[config.mk]
export PLATFORM = sky130hd
export DESIGN_NAME = fastest_times_top_list_core
export DESIGN_NICKNAME = d
export VERILOG_FILES = /design/src/fttl_pkg.sv /design/src/fastest_times_top_list_core.sv
export SDC_FILE = /design/constraint.sdc
export NUM_CORES = 1
export LEC_CHECK = 0
export ABC_CLOCK_PERIOD_IN_PS = 5200
export BUFFER_PORTS_ARGS = -buffer_cell sky130_fd_sc_hd__buf_2
export CAP_MARGIN = 15
export CORE_MARGIN = 5
export CORE_UTILIZATION = 50
export CTS_BUF_LIST = sky130_fd_sc_hd__clkbuf_4 sky130_fd_sc_hd__clkbuf_8
export DETAILED_ROUTE_END_ITERATION = 10
export PLACE_DENSITY = 0.67
export SETUP_SLACK_MARGIN = 0.3
export SKIP_LAST_GASP = 1
export SYNTH_ARGS = -nofsm -noshare
export SYNTH_HDL_FRONTEND = slang
export SYNTH_SLANG_ARGS = --single-unit
[constraint.sdc]
create_clock -name clk -period 5.2 [get_ports clk]
set_input_delay 1.04 -clock clk [delete_from_list [all_inputs] [get_ports clk]]
set_output_delay 1.04 -clock clk [all_outputs]
set_load 0.005 [all_outputs]
[src/fttl_pkg.sv]
`default_nettype none

package fttl_pkg;

    // Default depth of the list
    localparam int LIST_SIZE_DEF = 10;

    // Field widths of one list entry
    localparam int HOURS_W = 8;
    localparam int MIN_W   = 6;
    localparam int SEC_W   = 6;
    localparam int TIME_W  = HOURS_W + MIN_W + SEC_W;
    localparam int TAG_W   = 16;
    localparam int IDXF_W  = 4;   // read_index, rank and entry_count field width

    // Port widths
    localparam int S_TDATA_W = 40;
    localparam int M_TDATA_W = 48;

    // Item kinds carried on s_tuser
    localparam logic MODE_INSERT = 1'b0;
    localparam logic MODE_READ   = 1'b1;

    // One stored entry: time packed hours:minutes:seconds, compares as a number
    typedef struct packed {
        logic [TIME_W-1:0] time_val;
        logic [TAG_W-1:0]  tag;
    } entry_t;

    // One result item, last member in the lowest bits
    typedef struct packed {
        logic [TAG_W-1:0]   out_tag;
        logic [SEC_W-1:0]   out_seconds;
        logic [MIN_W-1:0]   out_minutes;
        logic [HOURS_W-1:0] out_hours;
        logic               entry_valid;
        logic [IDXF_W-1:0]  entry_count;
        logic [IDXF_W-1:0]  rank;
        logic               accepted;
    } result_t;

    // Sequencer states
    typedef enum logic [2:0] {
        ST_IDLE,
        ST_CHECK,
        ST_SHIFT,
        ST_READ,
        ST_DONE
    } state_t;

endpackage

`default_nettype wire

[src/fastest_times_top_list_core.sv]
// Fastest-times top list: sorted list of the LIST_SIZE shortest times.
// Sequence: a read item passes ST_READ, then ST_DONE; an insert passes ST_SHIFT, which
// moves the longer entries and then writes the new one, after ST_CHECK when the list is full
// (a rejected insert goes from ST_CHECK straight to ST_DONE); ST_DONE waits on output stalls.
// Throughput: one item at a time, next taken back in ST_IDLE; bubbling moves one entry per cycle.
// Reset: asynchronous, clears the entry count and the sequencer; entry memory is not cleared.
`default_nettype none

module fastest_times_top_list_core #(
    parameter int LIST_SIZE = fttl_pkg::LIST_SIZE_DEF
) (
    input  wire logic                            clk,
    input  wire logic                            rst_n,
    // s_tdata: hours[7:0], minutes[13:8], seconds[19:14], player_tag[35:20],
    //          read_index[39:36]
    input  wire logic                            s_tvalid,
    output logic                                 s_tready,
    input  wire logic [fttl_pkg::S_TDATA_W-1:0]  s_tdata,
    // s_tuser: mode[0]
    input  wire logic                            s_tuser,
    // m_tdata: accepted[0], rank[4:1], entry_count[8:5], entry_valid[9],
    //          out_hours[17:10], out_minutes[23:18], out_seconds[29:24],
    //          out_tag[45:30], zero[47:46]
    output logic                                 m_tvalid,
    input  wire logic                            m_tready,
    output logic [fttl_pkg::M_TDATA_W-1:0]       m_tdata
);

    localparam int IDX_W = (LIST_SIZE > 1) ? $clog2(LIST_SIZE) : 1;
    localparam int CNT_W = $clog2(LIST_SIZE + 1);
    localparam int CMP_W = (CNT_W > fttl_pkg::IDXF_W) ? CNT_W : fttl_pkg::IDXF_W;
    localparam int RES_W = $bits(fttl_pkg::result_t);

    // Input field unpacking
    logic [fttl_pkg::TIME_W-1:0] in_time;
    logic [fttl_pkg::TAG_W-1:0]  in_tag;
    logic [fttl_pkg::IDXF_W-1:0] in_index;

    assign in_time  = {s_tdata[7:0], s_tdata[13:8], s_tdata[19:14]};
    assign in_tag   = s_tdata[35:20];
    assign in_index = s_tdata[39:36];

    // Registers
    fttl_pkg::state_t           state_reg, state_next;
    logic [CNT_W-1:0]           count_reg, count_next;
    logic [IDX_W-1:0]           pos_reg, pos_next;
    fttl_pkg::entry_t           new_reg, new_next;
    logic                       hit_reg, hit_next;
    logic                       res_acc_reg, res_acc_next;
    logic                       res_read_reg, res_read_next;
    fttl_pkg::entry_t           res_entry_reg, res_entry_next;
    logic                       out_valid_reg, out_valid_next;
    fttl_pkg::result_t          out_reg, out_next;

    // Entry memory: one write and one registered read per cycle
    fttl_pkg::entry_t           mem [LIST_SIZE];
    fttl_pkg::entry_t           rd_data_reg;
    logic                       mem_we;
    logic [IDX_W-1:0]           mem_waddr;
    fttl_pkg::entry_t           mem_wdata;
    logic [IDX_W-1:0]           mem_raddr;

    always_ff @(posedge clk)
    begin
        if (mem_we)
        begin
            mem[mem_waddr] <= mem_wdata;
        end
        rd_data_reg <= mem[mem_raddr];
    end

    // Handy conditions
    logic in_take;
    logic out_free;
    logic list_full;
    logic read_in_range;
    logic worst_longer;
    logic shift_on;

    assign in_take       = s_tvalid && s_tready;
    assign out_free      = !out_valid_reg || m_tready;
    assign list_full     = (count_reg == CNT_W'(LIST_SIZE));
    assign read_in_range = (CMP_W'(in_index) < CMP_W'(count_reg));
    assign worst_longer  = (rd_data_reg.time_val > new_reg.time_val);
    assign shift_on      = (pos_reg != '0) && worst_longer;

    // Next state
    always_comb
    begin
        state_next = state_reg;
        case (state_reg)
            fttl_pkg::ST_IDLE:
            begin
                if (in_take)
                begin
                    if (s_tuser == fttl_pkg::MODE_READ)
                        state_next = fttl_pkg::ST_READ;
                    else if (list_full)
                        state_next = fttl_pkg::ST_CHECK;
                    else
                        state_next = fttl_pkg::ST_SHIFT;
                end
            end
            fttl_pkg::ST_CHECK:
            begin
                state_next = worst_longer ? fttl_pkg::ST_SHIFT : fttl_pkg::ST_DONE;
            end
            fttl_pkg::ST_SHIFT:
            begin
                if (!shift_on)
                    state_next = fttl_pkg::ST_DONE;
            end
            fttl_pkg::ST_READ:
            begin
                state_next = fttl_pkg::ST_DONE;
            end
            fttl_pkg::ST_DONE:
            begin
                if (out_free)
                    state_next = fttl_pkg::ST_IDLE;
            end
            default:
            begin
                state_next = fttl_pkg::ST_IDLE;
            end
        endcase
    end

    // Datapath and outputs
    always_comb
    begin
        s_tready       = 1'b0;
        count_next     = count_reg;
        pos_next       = pos_reg;
        new_next       = new_reg;
        hit_next       = hit_reg;
        res_acc_next   = res_acc_reg;
        res_read_next  = res_read_reg;
        res_entry_next = res_entry_reg;
        out_valid_next = out_valid_reg && !m_tready;
        out_next       = out_reg;
        mem_we         = 1'b0;
        mem_waddr      = pos_reg;
        mem_wdata      = new_reg;
        mem_raddr      = pos_reg - 1'b1 - 1'b1;

        case (state_reg)
            fttl_pkg::ST_IDLE:
            begin
                s_tready = 1'b1;
                if (in_take)
                begin
                    new_next.time_val = in_time;
                    new_next.tag      = in_tag;
                    hit_next          = read_in_range;
                    res_read_next     = (s_tuser == fttl_pkg::MODE_READ);
                    res_acc_next      = 1'b0;
                    if (s_tuser == fttl_pkg::MODE_READ)
                    begin
                        mem_raddr = IDX_W'(in_index);
                    end
                    else if (list_full)
                    begin
                        mem_raddr = IDX_W'(LIST_SIZE - 1);
                    end
                    else
                    begin
                        // append at the tail, then bubble toward the front
                        pos_next   = IDX_W'(count_reg);
                        mem_raddr  = IDX_W'(count_reg - 1'b1);
                        count_next = count_reg + 1'b1;
                    end
                end
            end
            fttl_pkg::ST_CHECK:
            begin
                // worst entry strictly longer: replace it
                pos_next  = IDX_W'(LIST_SIZE - 1);
                mem_raddr = IDX_W'(LIST_SIZE - 1) - 1'b1;
            end
            fttl_pkg::ST_SHIFT:
            begin
                mem_we = 1'b1;
                if (shift_on)
                begin
                    // move the longer neighbor up one slot
                    mem_wdata = rd_data_reg;
                    pos_next  = pos_reg - 1'b1;
                end
                else
                begin
                    res_acc_next = 1'b1;
                end
            end
            fttl_pkg::ST_READ:
            begin
                res_entry_next = rd_data_reg;
            end
            fttl_pkg::ST_DONE:
            begin
                if (out_free)
                begin
                    out_valid_next       = 1'b1;
                    out_next             = '0;
                    out_next.accepted    = res_acc_reg;
                    out_next.rank        = res_acc_reg ? fttl_pkg::IDXF_W'(pos_reg) : '0;
                    out_next.entry_count = fttl_pkg::IDXF_W'(count_reg);
                    if (res_read_reg && hit_reg)
                    begin
                        out_next.entry_valid = 1'b1;
                        out_next.out_hours   = res_entry_reg.time_val[19:12];
                        out_next.out_minutes = res_entry_reg.time_val[11:6];
                        out_next.out_seconds = res_entry_reg.time_val[5:0];
                        out_next.out_tag     = res_entry_reg.tag;
                    end
                end
            end
            default:
            begin
                s_tready = 1'b0;
            end
        endcase
    end

    // Control state
    always_ff @(posedge clk or negedge rst_n)
    begin
        if (!rst_n)
        begin
            state_reg     <= fttl_pkg::ST_IDLE;
            count_reg     <= '0;
            out_valid_reg <= 1'b0;
        end
        else
        begin
            state_reg     <= state_next;
            count_reg     <= count_next;
            out_valid_reg <= out_valid_next;
        end
    end

    // Payload state
    always_ff @(posedge clk)
    begin
        pos_reg       <= pos_next;
        new_reg       <= new_next;
        hit_reg       <= hit_next;
        res_acc_reg   <= res_acc_next;
        res_read_reg  <= res_read_next;
        res_entry_reg <= res_entry_next;
        out_reg       <= out_next;
    end

    assign m_tvalid = out_valid_reg;
    assign m_tdata  = {(fttl_pkg::M_TDATA_W - RES_W)'(0), out_reg};

    // Checks
    a_count_bound: assert property (@(posedge clk) disable iff (!rst_n)
        count_reg <= CNT_W'(LIST_SIZE))
        else $error("entry count above list size");

    a_one_at_a_time: assert property (@(posedge clk) disable iff (!rst_n)
        in_take |=> !s_tready)
        else $error("new item taken while one is in progress");

    a_rank_in_list: assert property (@(posedge clk) disable iff (!rst_n)
        (m_tvalid && out_reg.accepted && (LIST_SIZE <= 15)) |->
            (out_reg.rank < out_reg.entry_count))
        else $error("rank outside the valid entries");

    a_kind_exclusive: assert property (@(posedge clk) disable iff (!rst_n)
        m_tvalid |-> !(out_reg.accepted && out_reg.entry_valid))
        else $error("result flags both insert and read");

endmodule

`default_nettype wire

==> flow_summary.ini, run 1 <==
[outcome]
status = complete, no violations

[clocking]
cts_tree = yes
root_buffer = clkbuf_8
clock_latency_ns = 0.62
clockBufferDepth = 3
cts_setup_buffers = 0
clock-sinks = 529
cts_htree_levels = 3
cts_buffers = 84
holdBufCountCts = 0
cts-resized-gates = 0
path_clk_slew_ns = 0.06

[cells_and_area]
largest_reg_flops = 360
nNetsFinal = 1250
antenna_cells = 0
final_area_sq_mm = 0.0232
finalNonFillerCells = 1769
num-fill-cells = 3015
layout-drive-gt1-share_pct = 31.0
syn_to_final_growth_pct = 13.7
largest-register = mem

[placement]
place_area_sq_mm = 0.0215
gp_congestion = 0.788
dp_cells = 1620
portBuffers = 92
dp_hpwl_microns = 24100

[logic_synthesis]
avgSynthCellArea_sq_um = 20.1
async_reset_ff_share_pct = 1.51
synth_area_sq_mm = 0.0204
synth.top_cells.by_count = 485 x edfxtp_1, 108 x mux2i_1, 72 x mux4_2
synth_ff_type = edfxtp_1
yosysMostFrequentCell = edfxtp_1
synth_warnings = 0
synth.yosys.seq_area_share_pct = 75.9
yosysUniqueCellTypes = 54
yosysTopAreaCell = edfxtp_1
synth_edf_count = 485
synth_top_area_share_pct = 71.3
synth-seq-cells = 529
yosys-top-cells-area = edfxtp_1 71%, mux4_2 7.9%, mux2i_1 5.3%, dfxtp_1 3.5%, mux2_2 2.0%
syn_inst = 1015

[timing]
finalCritPeriodShare_pct = 74.2
fin_skew_ns = 0.0323
tns_ns = 0
finalMaxSlewViolations = 0
min_period_ns = 3.86
fmax_ghz = 0.259
setup_viol = 0
relSlewSlack_pct = 25.7
tightestPinTransition_ns = 1.11
final-hold-violation-count = 0
rsz0062_at_grt = false

[drt]
firstDrtPassIters = 5
num_vias = 9845
drt_iter0_markers = 618
post_drt_via_cell_ratio = 5.57
drc_errors = 0
drtAntennaViolNets = 0
wl_per_cell_microns = 23.4
wirelength_microns = 41300

[power]
p_leak_nw = 8.33
ir_worst_vdd_uv = 612
power.density_mw_per_mm2 = 630

[global_route]
globalRoute.totalOverflow = 0
grt_pass1_wl_microns = 63300
grt_pass1_vias = 10375
grt_antenna_before_repair = 1
grt_usage_pct = 18.7
grt_max_degree = 41

[floorplanning]
rows = 74
pin_count = 95
dieArea_sq_mm = 0.0450
initial_core_util_pct = 50.2
core_sq_mm = 0.0406
dieWidth_microns = 212
fp.dieH_microns = 212

[setup_path]
crit_start = new_reg[30]
r2r-start = new_reg[30]
arrival_ns = 4.18
setup.worst_path.end_class = flip-flop
required_ns = 5.52
cp_max_fo = 23
start_kind = flip-flop
critPathKind = flip-flop to flip-flop

[flow_run]
cap_viol_max_count = 0

[min_path]
hp-class = input port to async pin
## worst max-delay path: stages, from the launching register on
cell and delay, ns:
edfxtp_1 0.41, inv_1 0.06, ha_1 0.34, nand4_1 0.20
nor4_1 0.60, nand3_1 0.31, and3_1 0.29, o21ai_4 0.38
buf_4 0.48, mux2_2 0.47
## cells in the final DEF (no fill, tap or decap), types with 3 or more instances in the layout
master | netlist | final
inv_1 | 31 | 31
dfxtp_1 | 36 | 36
clkbuf_8 | 0 | 87
a21oi_1 | 12 | 12
nand2b_1 | 4 | 4
clkinv_1 | 0 | 11
and3_2 | 0 | 3
dfrtp_1 | 8 | 8
xnor2_1 | 7 | 7
edfxtp_1 | 485 | 485
nor2_1 | 7 | 7
nand3_1 | 5 | 5
mux2i_1 | 108 | 108
a22oi_1 | 4 | 4
and2_1 | 14 | 5
buf_12 | 0 | 3
buf_4 | 7 | 22
mux2_2 | 36 | 36
clkbuf_4 | 2 | 43
buf_2 | 16 | 92
nand4_1 | 5 | 5
clkinvlp_4 | 0 | 5
o21ai_0 | 9 | 9
and3_1 | 41 | 38
and2_2 | 0 | 9
a21o_1 | 3 | 3
mux4_2 | 72 | 72
nor3_1 | 6 | 6
o22ai_1 | 3 | 3
ha_1 | 31 | 31
nand2_1 | 10 | 10
## layer usage
layer	up-vias	part of all wire (%)	global-route usage (%)
li1	4398	-	-
met1	5074	43	26.2
met2	307	50	30.6
met3	66	5.9	3.81
met4	0	1.9	5.06
met5	-	0	0
## final cells by class
cell class	count	area, sq um	share of cell area (%)
clock inverter	19	148	0.636
clock buffer	130	1520	6.55
inverter	32	120	0.518
multi-input combinational	410	4580	19.7
timing repair buffer	117	686	2.95
sequential	529	15500	66.7
tap	532	666	2.87
## where the power goes
part / leakage [nW] / internal, W / switching [W] / total (W)
Sequential: 4.80 / 0.00564 / 0.000329 / 0.00597
Combinational: 2.65 / 0.00242 / 0.00276 / 0.00518
Clock: 0.874 / 0.00195 / 0.00152 / 0.00347
Total: 8.33 / 0.0100 / 0.00460 / 0.0146
## through the flow
stage	total power, W	worst slack (ns)	util [%]	hold WS [ns]
2_1_floorplan	0.0100	1.74	-	0.404
3_3_place_gp	0.0112	0.969	53.0	0.432
5_1_grt	0.0154	1.10	57.1	0.230
3_5_place_dp	0.0113	0.858	53.0	0.435
6_report	0.0146	1.34	57.1	0.263
4_1_cts	0.0148	1.22	57.1	0.212
## worst paths after layout
check / cells after the start / endpoint / slack, ns
max in group asynchronous: 1 / count_reg[2] / 4.75
max: 9 / mem[7][6] / 1.34
min in group clk: 0 / res_entry_reg[13] / 0.44
min: 1 / state_reg[2] / 0.26
min reg2reg: 0 / res_entry_reg[13] / 0.44
max reg2reg: 9 / mem[7][6] / 1.34
## logic make-up after synthesis
kind of cell,after synthesis,synth area share [%]
flops,529,75.9
mux,216,15.2
simple gates,103,2.95
buf+inv,77,2.02
compound gates,49,1.65
fa+ha+maj,31,1.90
xor+xnor,9,0.386
other cells,1,0.0184
Note: power is estimated with default switching activity, not from simulation.
==> inputs of run 2 (changes only) <==
Settings changed: ABC_CLOCK_PERIOD_IN_PS 5200 to 3600.
Clock period 5.2 ns to 3.6 ns, I/O delays scaled along.
==> flow_summary.ini, run 2 (synthesis gave the netlist of run 1 again) <==
[cells_and_area]
largest-register = mem
layout-drive-gt1-share_pct = 31.6
final_cell_mix = 485 x edfxtp_1, 108 x mux2i_1, 94 x clkbuf_8
largest_reg_flops = 360
syn_to_final_growth_pct = 15.2
mostFrequentLayoutCell = edfxtp_1
antenna_cells = 0
final_area_sq_mm = 0.0235
nNetsFinal = 1260

[setup_path]
setup.worst_path.end_class = flip-flop
r2r-start = new_reg[33]
r2r_end = mem[0][13]
path_cells = inv_1 > ha_1 > nand4_1 > nor4_4 > nand3_1 > and3_1 > o21ai_4 > buf_4 > mux2_2
arrival_ns = 3.42
required_ns = 3.93
rr_worst_depth = 9
rrSetupSlack_ns = 0.51
cp_max_fo = 19
start_kind = flip-flop
critPathKind = flip-flop to flip-flop
critPathSlowestCell = mux2_2
slowest_delay_ns = 0.47

[global_route]
grt_usage_pct = 18.5
grt_pass1_wl_microns = 62000
globalRoute.totalOverflow = 0
grt_pass1_vias = 10284
grt_max_degree = 56
grt_antenna_before_repair = 0

[drt]
wl_per_cell_microns = 23.1
drt_iter0_markers = 680
drc_errors = 0
post_drt_via_cell_ratio = 5.52
num_vias = 9855
wirelength_microns = 41100
drtAntennaViolNets = 0
firstDrtPassIters = 6

[floorplanning]
rows = 74
dieWidth_microns = 212
dieArea_sq_mm = 0.0450
fp.dieH_microns = 212
initial_core_util_pct = 50.2
core_sq_mm = 0.0406
pin_count = 95

[timing]
fmax_ghz = 0.324
tns_ns = 0
relSlewSlack_pct = 26.1
tightestPinTransition_ns = 1.11
fin_skew_ns = 0.0174
finalMaxSlewViolations = 0
min_period_ns = 3.09
final-hold-violation-count = 0
setup_viol = 0
finalCritPeriodShare_pct = 85.8
rsz0062_at_grt = false

[power]
ir_worst_vdd_uv = 810
power.density_mw_per_mm2 = 912
p_leak_nw = 8.48

[clocking]
cts_tree = yes
path_clk_slew_ns = 0.06
cts_htree_levels = 3
clock_latency_ns = 0.62
root_buffer = clkbuf_8
cts_buffers = 85
clockBufferDepth = 3
clock-sinks = 529

[placement]
place_area_sq_mm = 0.0217
portBuffers = 92
gp_congestion = 0.794
dp_hpwl_microns = 22800

[outcome]
status = complete, no violations

[flow_run]
cap_viol_max_count = 0

[min_path]
hp-class = input port to flip-flop
whs_path_depth = 1
hold_path_end = new_reg[26]
hp-start = s_tdata[12]
[run 2: cell count changes in the layout (fill, tap and decap cells not counted), sizes merged]
cell         delta
buf             +8
clkbuf          -6
inv             +1
bufinv          +1
clkinv         +14
dlygate4sd3     +1
clkinvlp        -4
[run 2: timing repair]
action                                  in CTS  in global routing
endpoints found under the setup margin     360                241
hold buffers                                 1                  0
resized for setup                            1                  1
hold endpoints to repair                     8                  0
buffers inserted                             0                  0
[run 2: worst max-delay path by stage]
stage / depth (start not counted) / from / slack (ns) / endpoint
detailed placement: 9 / new_reg[33] / 0.18 / mem[0][12]
CTS: 9 / new_reg[33] / 0.35 / mem[1][12]
global route: 9 / new_reg[33] / 0.33 / mem[3][13]
finish: 9 / new_reg[33] / 0.51 / mem[0][13]
floorplan: 9 / s_tvalid / 0.46 / rd_data_reg[10]
global placement: 9 / new_reg[33] / 0.13 / mem[3][12]
[run 2: worst max-delay path: cells and delay by family (launching register included)]
family	cells	cell delay (ns)
AO/OA/AOI/OAI	1	0.07
AND/OR/NAND/NOR	4	1.17
buffers and inverters	2	0.41
adder cells (fa/ha/maj)	1	0.30
flip-flops	1	0.35
multiplexers	1	0.47
[run 2: per-stage QoR]
| step | setup slack [ns] | std cells | total power (W) | hold slack, ns | util [%] |
|---|---|---|---|---|---|
| 2_1_floorplan | 0.463 | 1016 | 0.0144 | 0.404 | - |
| 3_5_place_dp | 0.177 | 1628 | 0.0165 | 0.424 | 53.5 |
| 3_3_place_gp | 0.135 | 1628 | 0.0164 | 0.431 | 53.5 |
| 6_report | 0.512 | 1784 | 0.0214 | 0.276 | 57.8 |
| 5_1_grt | 0.335 | 1784 | 0.0226 | 0.235 | 57.8 |
| 4_1_cts | 0.353 | 1784 | 0.0217 | 0.221 | 57.8 |
[run 2: where the power goes]
group          switching, W  internal (W)
clock network       0.00227       0.00293
logic               0.00399       0.00366
registers          0.000457       0.00814
total               0.00672        0.0147
[run 2: cell type report]
class / count / area [sq um]
sequential: 529 / 15500
clock inverter: 31 / 224
clock buffer: 124 / 1520
multi-input combinational: 410 / 4590
inverter: 32 / 120
fill: 2987 / 17100
tap: 532 / 666
timing repair buffer: 126 / 906
[run 2: layer usage]
metal	track usage [%]	up-vias	part of all wire (%)	routed length (microns)
li1	-	4417	-	-
met1	25.7	5129	44	18000
met2	30.2	254	49	20200
met3	3.64	55	5.2	2140
met4	5.60	0	1.7	714
met5	0	-	0	0
==> inputs of run 3 (changes only) <==
Settings changed: RECOVER_POWER set to 25.
==> flow_summary.ini, run 3 (synthesis gave the netlist of run 1 again) <==
[outcome]
status = complete, no violations

[placement]
gp_congestion = 0.794
portBuffers = 92
dp_hpwl_microns = 22800

[drt]
num_vias = 9886
post_drt_via_cell_ratio = 5.54
drt_iter0_markers = 774
wirelength_microns = 41100
drtAntennaViolNets = 0
drc_errors = 0
wl_per_cell_microns = 23.1
firstDrtPassIters = 6

[floorplanning]
initial_core_util_pct = 50.2
rows = 74
fp.dieH_microns = 212
dieArea_sq_mm = 0.0450
dieWidth_microns = 212
core_sq_mm = 0.0406
pin_count = 95

[clocking]
clock-sinks = 529
root_buffer = clkbuf_8
clock_latency_ns = 0.62
path_clk_slew_ns = 0.06
cts_setup_buffers = 0
cts_htree_levels = 3
cts_buffers = 85
clockBufferDepth = 3
cts_tree = yes

[setup_path]
r2r-start = new_reg[33]
cp_max_fo = 19
setup.worst_path.end_class = flip-flop
critPathKind = flip-flop to flip-flop
rr_worst_depth = 9
crit_start = new_reg[33]
start_kind = flip-flop
required_ns = 3.93
rrSetupSlack_ns = 0.47
arrival_ns = 3.46
r2r_end = mem[0][13]

[global_route]
grt_max_degree = 56
grt_pass1_wl_microns = 62000
grt_pass1_vias = 10284
globalRoute.totalOverflow = 0
grt_usage_pct = 18.5
grt_antenna_before_repair = 0

[timing]
tns_ns = 0
final-hold-violation-count = 0
finalMaxSlewViolations = 0
setup_viol = 0
tightestPinTransition_ns = 1.48
finalCritPeriodShare_pct = 86.9
min_period_ns = 3.13
relSlewSlack_pct = 1.65
rsz0062_at_grt = false
fin_skew_ns = 0.0187
holdWs_ns = 0.277
fmax_ghz = 0.320

[min_path]
hp-class = input port to flip-flop
whs_path_depth = 1
hold_path_end = new_reg[26]
hp-start = s_tdata[12]

[cells_and_area]
largest_reg_flops = 360
nNetsFinal = 1260
num-fill-cells = 3006
syn_to_final_growth_pct = 14.8
mostFrequentLayoutCell = edfxtp_1
antenna_cells = 0
regArea_sq_mm = 0.0155
largest-register = mem
multi_input_area_sq_mm = 0.00458
layout-drive-gt1-share_pct = 28.4
final_cell_mix = 485 x edfxtp_1, 108 x mux2i_1, 94 x clkbuf_8

[power]
p_leak_nw = 8.36
ir_worst_vdd_uv = 818
power.density_mw_per_mm2 = 913

[flow_run]
cap_viol_max_count = 0
run 3: routing by layer:
layer,part of all wire (%),wire length (microns),GRT usage [%],vias to the layer above
met1,44,17900,25.7,5135
met2,49,20300,30.2,275
met5,0,0,0,-
li1,-,-,-,4419
met3,5.4,2240,3.64,57
met4,1.7,716,5.60,0
run 3: power breakdown:
| group | total (W) | leakage (nW) | switching, W | internal (W) |
|---|---|---|---|---|
| clock | 0.00519 | 0.933 | 0.00226 | 0.00293 |
| combinational | 0.00761 | 2.63 | 0.00399 | 0.00362 |
| sequential | 0.00861 | 4.80 | 0.000458 | 0.00815 |
run 3: worst max path at each step:
stage	end	slack [ns]	cells past startpoint
4_1_cts	mem[1][12]	0.35	9
6_report	mem[0][13]	0.47	9
5_1_grt	mem[3][13]	0.33	9
2_1_floorplan	rd_data_reg[10]	0.46	9
3_3_place_gp	mem[3][12]	0.13	9
3_5_place_dp	mem[0][12]	0.18	9
run 3: cell type report:
cell class,count,area share (%)
Timing Repair Buffer,126,3.59
Multi-Input combinational cell,410,19.6
Sequential cell,529,66.1
Clock inverter,31,0.956
Clock buffer,124,6.48
Tap cell,532,2.84
Inverter,32,0.512
run 3: metrics by stage:
| step | area (sq um) | cells | util (%) | power [W] | worst slack (ns) |
|---|---|---|---|---|---|
| floorplan | 20400 | 1016 | - | 0.0144 | 0.463 |
| global route | 23400 | 1784 | 57.7 | 0.0226 | 0.335 |
| global placement | 21700 | 1628 | 53.5 | 0.0164 | 0.135 |
| detailed placement | 21700 | 1628 | 53.5 | 0.0165 | 0.177 |
| CTS | 23500 | 1784 | 57.8 | 0.0217 | 0.353 |
| finish | 23400 | 1784 | 57.7 | 0.0214 | 0.471 |
run 3: critical path, stage by stage (launching register included):
cell and delay [ns]:
edfxtp_1 0.35, inv_1 0.05, ha_1 0.30, nand4_1 0.27, nor4_4 0.45, nand3_1 0.24
and3_1 0.26, o21ai_4 0.07, buf_4 0.36, mux2_2 0.47
run 3: repair_timing:
| action | 4_1_cts | 5_1_grt |
|---|---|---|
| endpoints found under the hold margin | 8 | 0 |
| endpoints found under the setup margin | 360 | 241 |
| gates resized for setup | 1 | 1 |
| hold buffers | 1 | 0 |
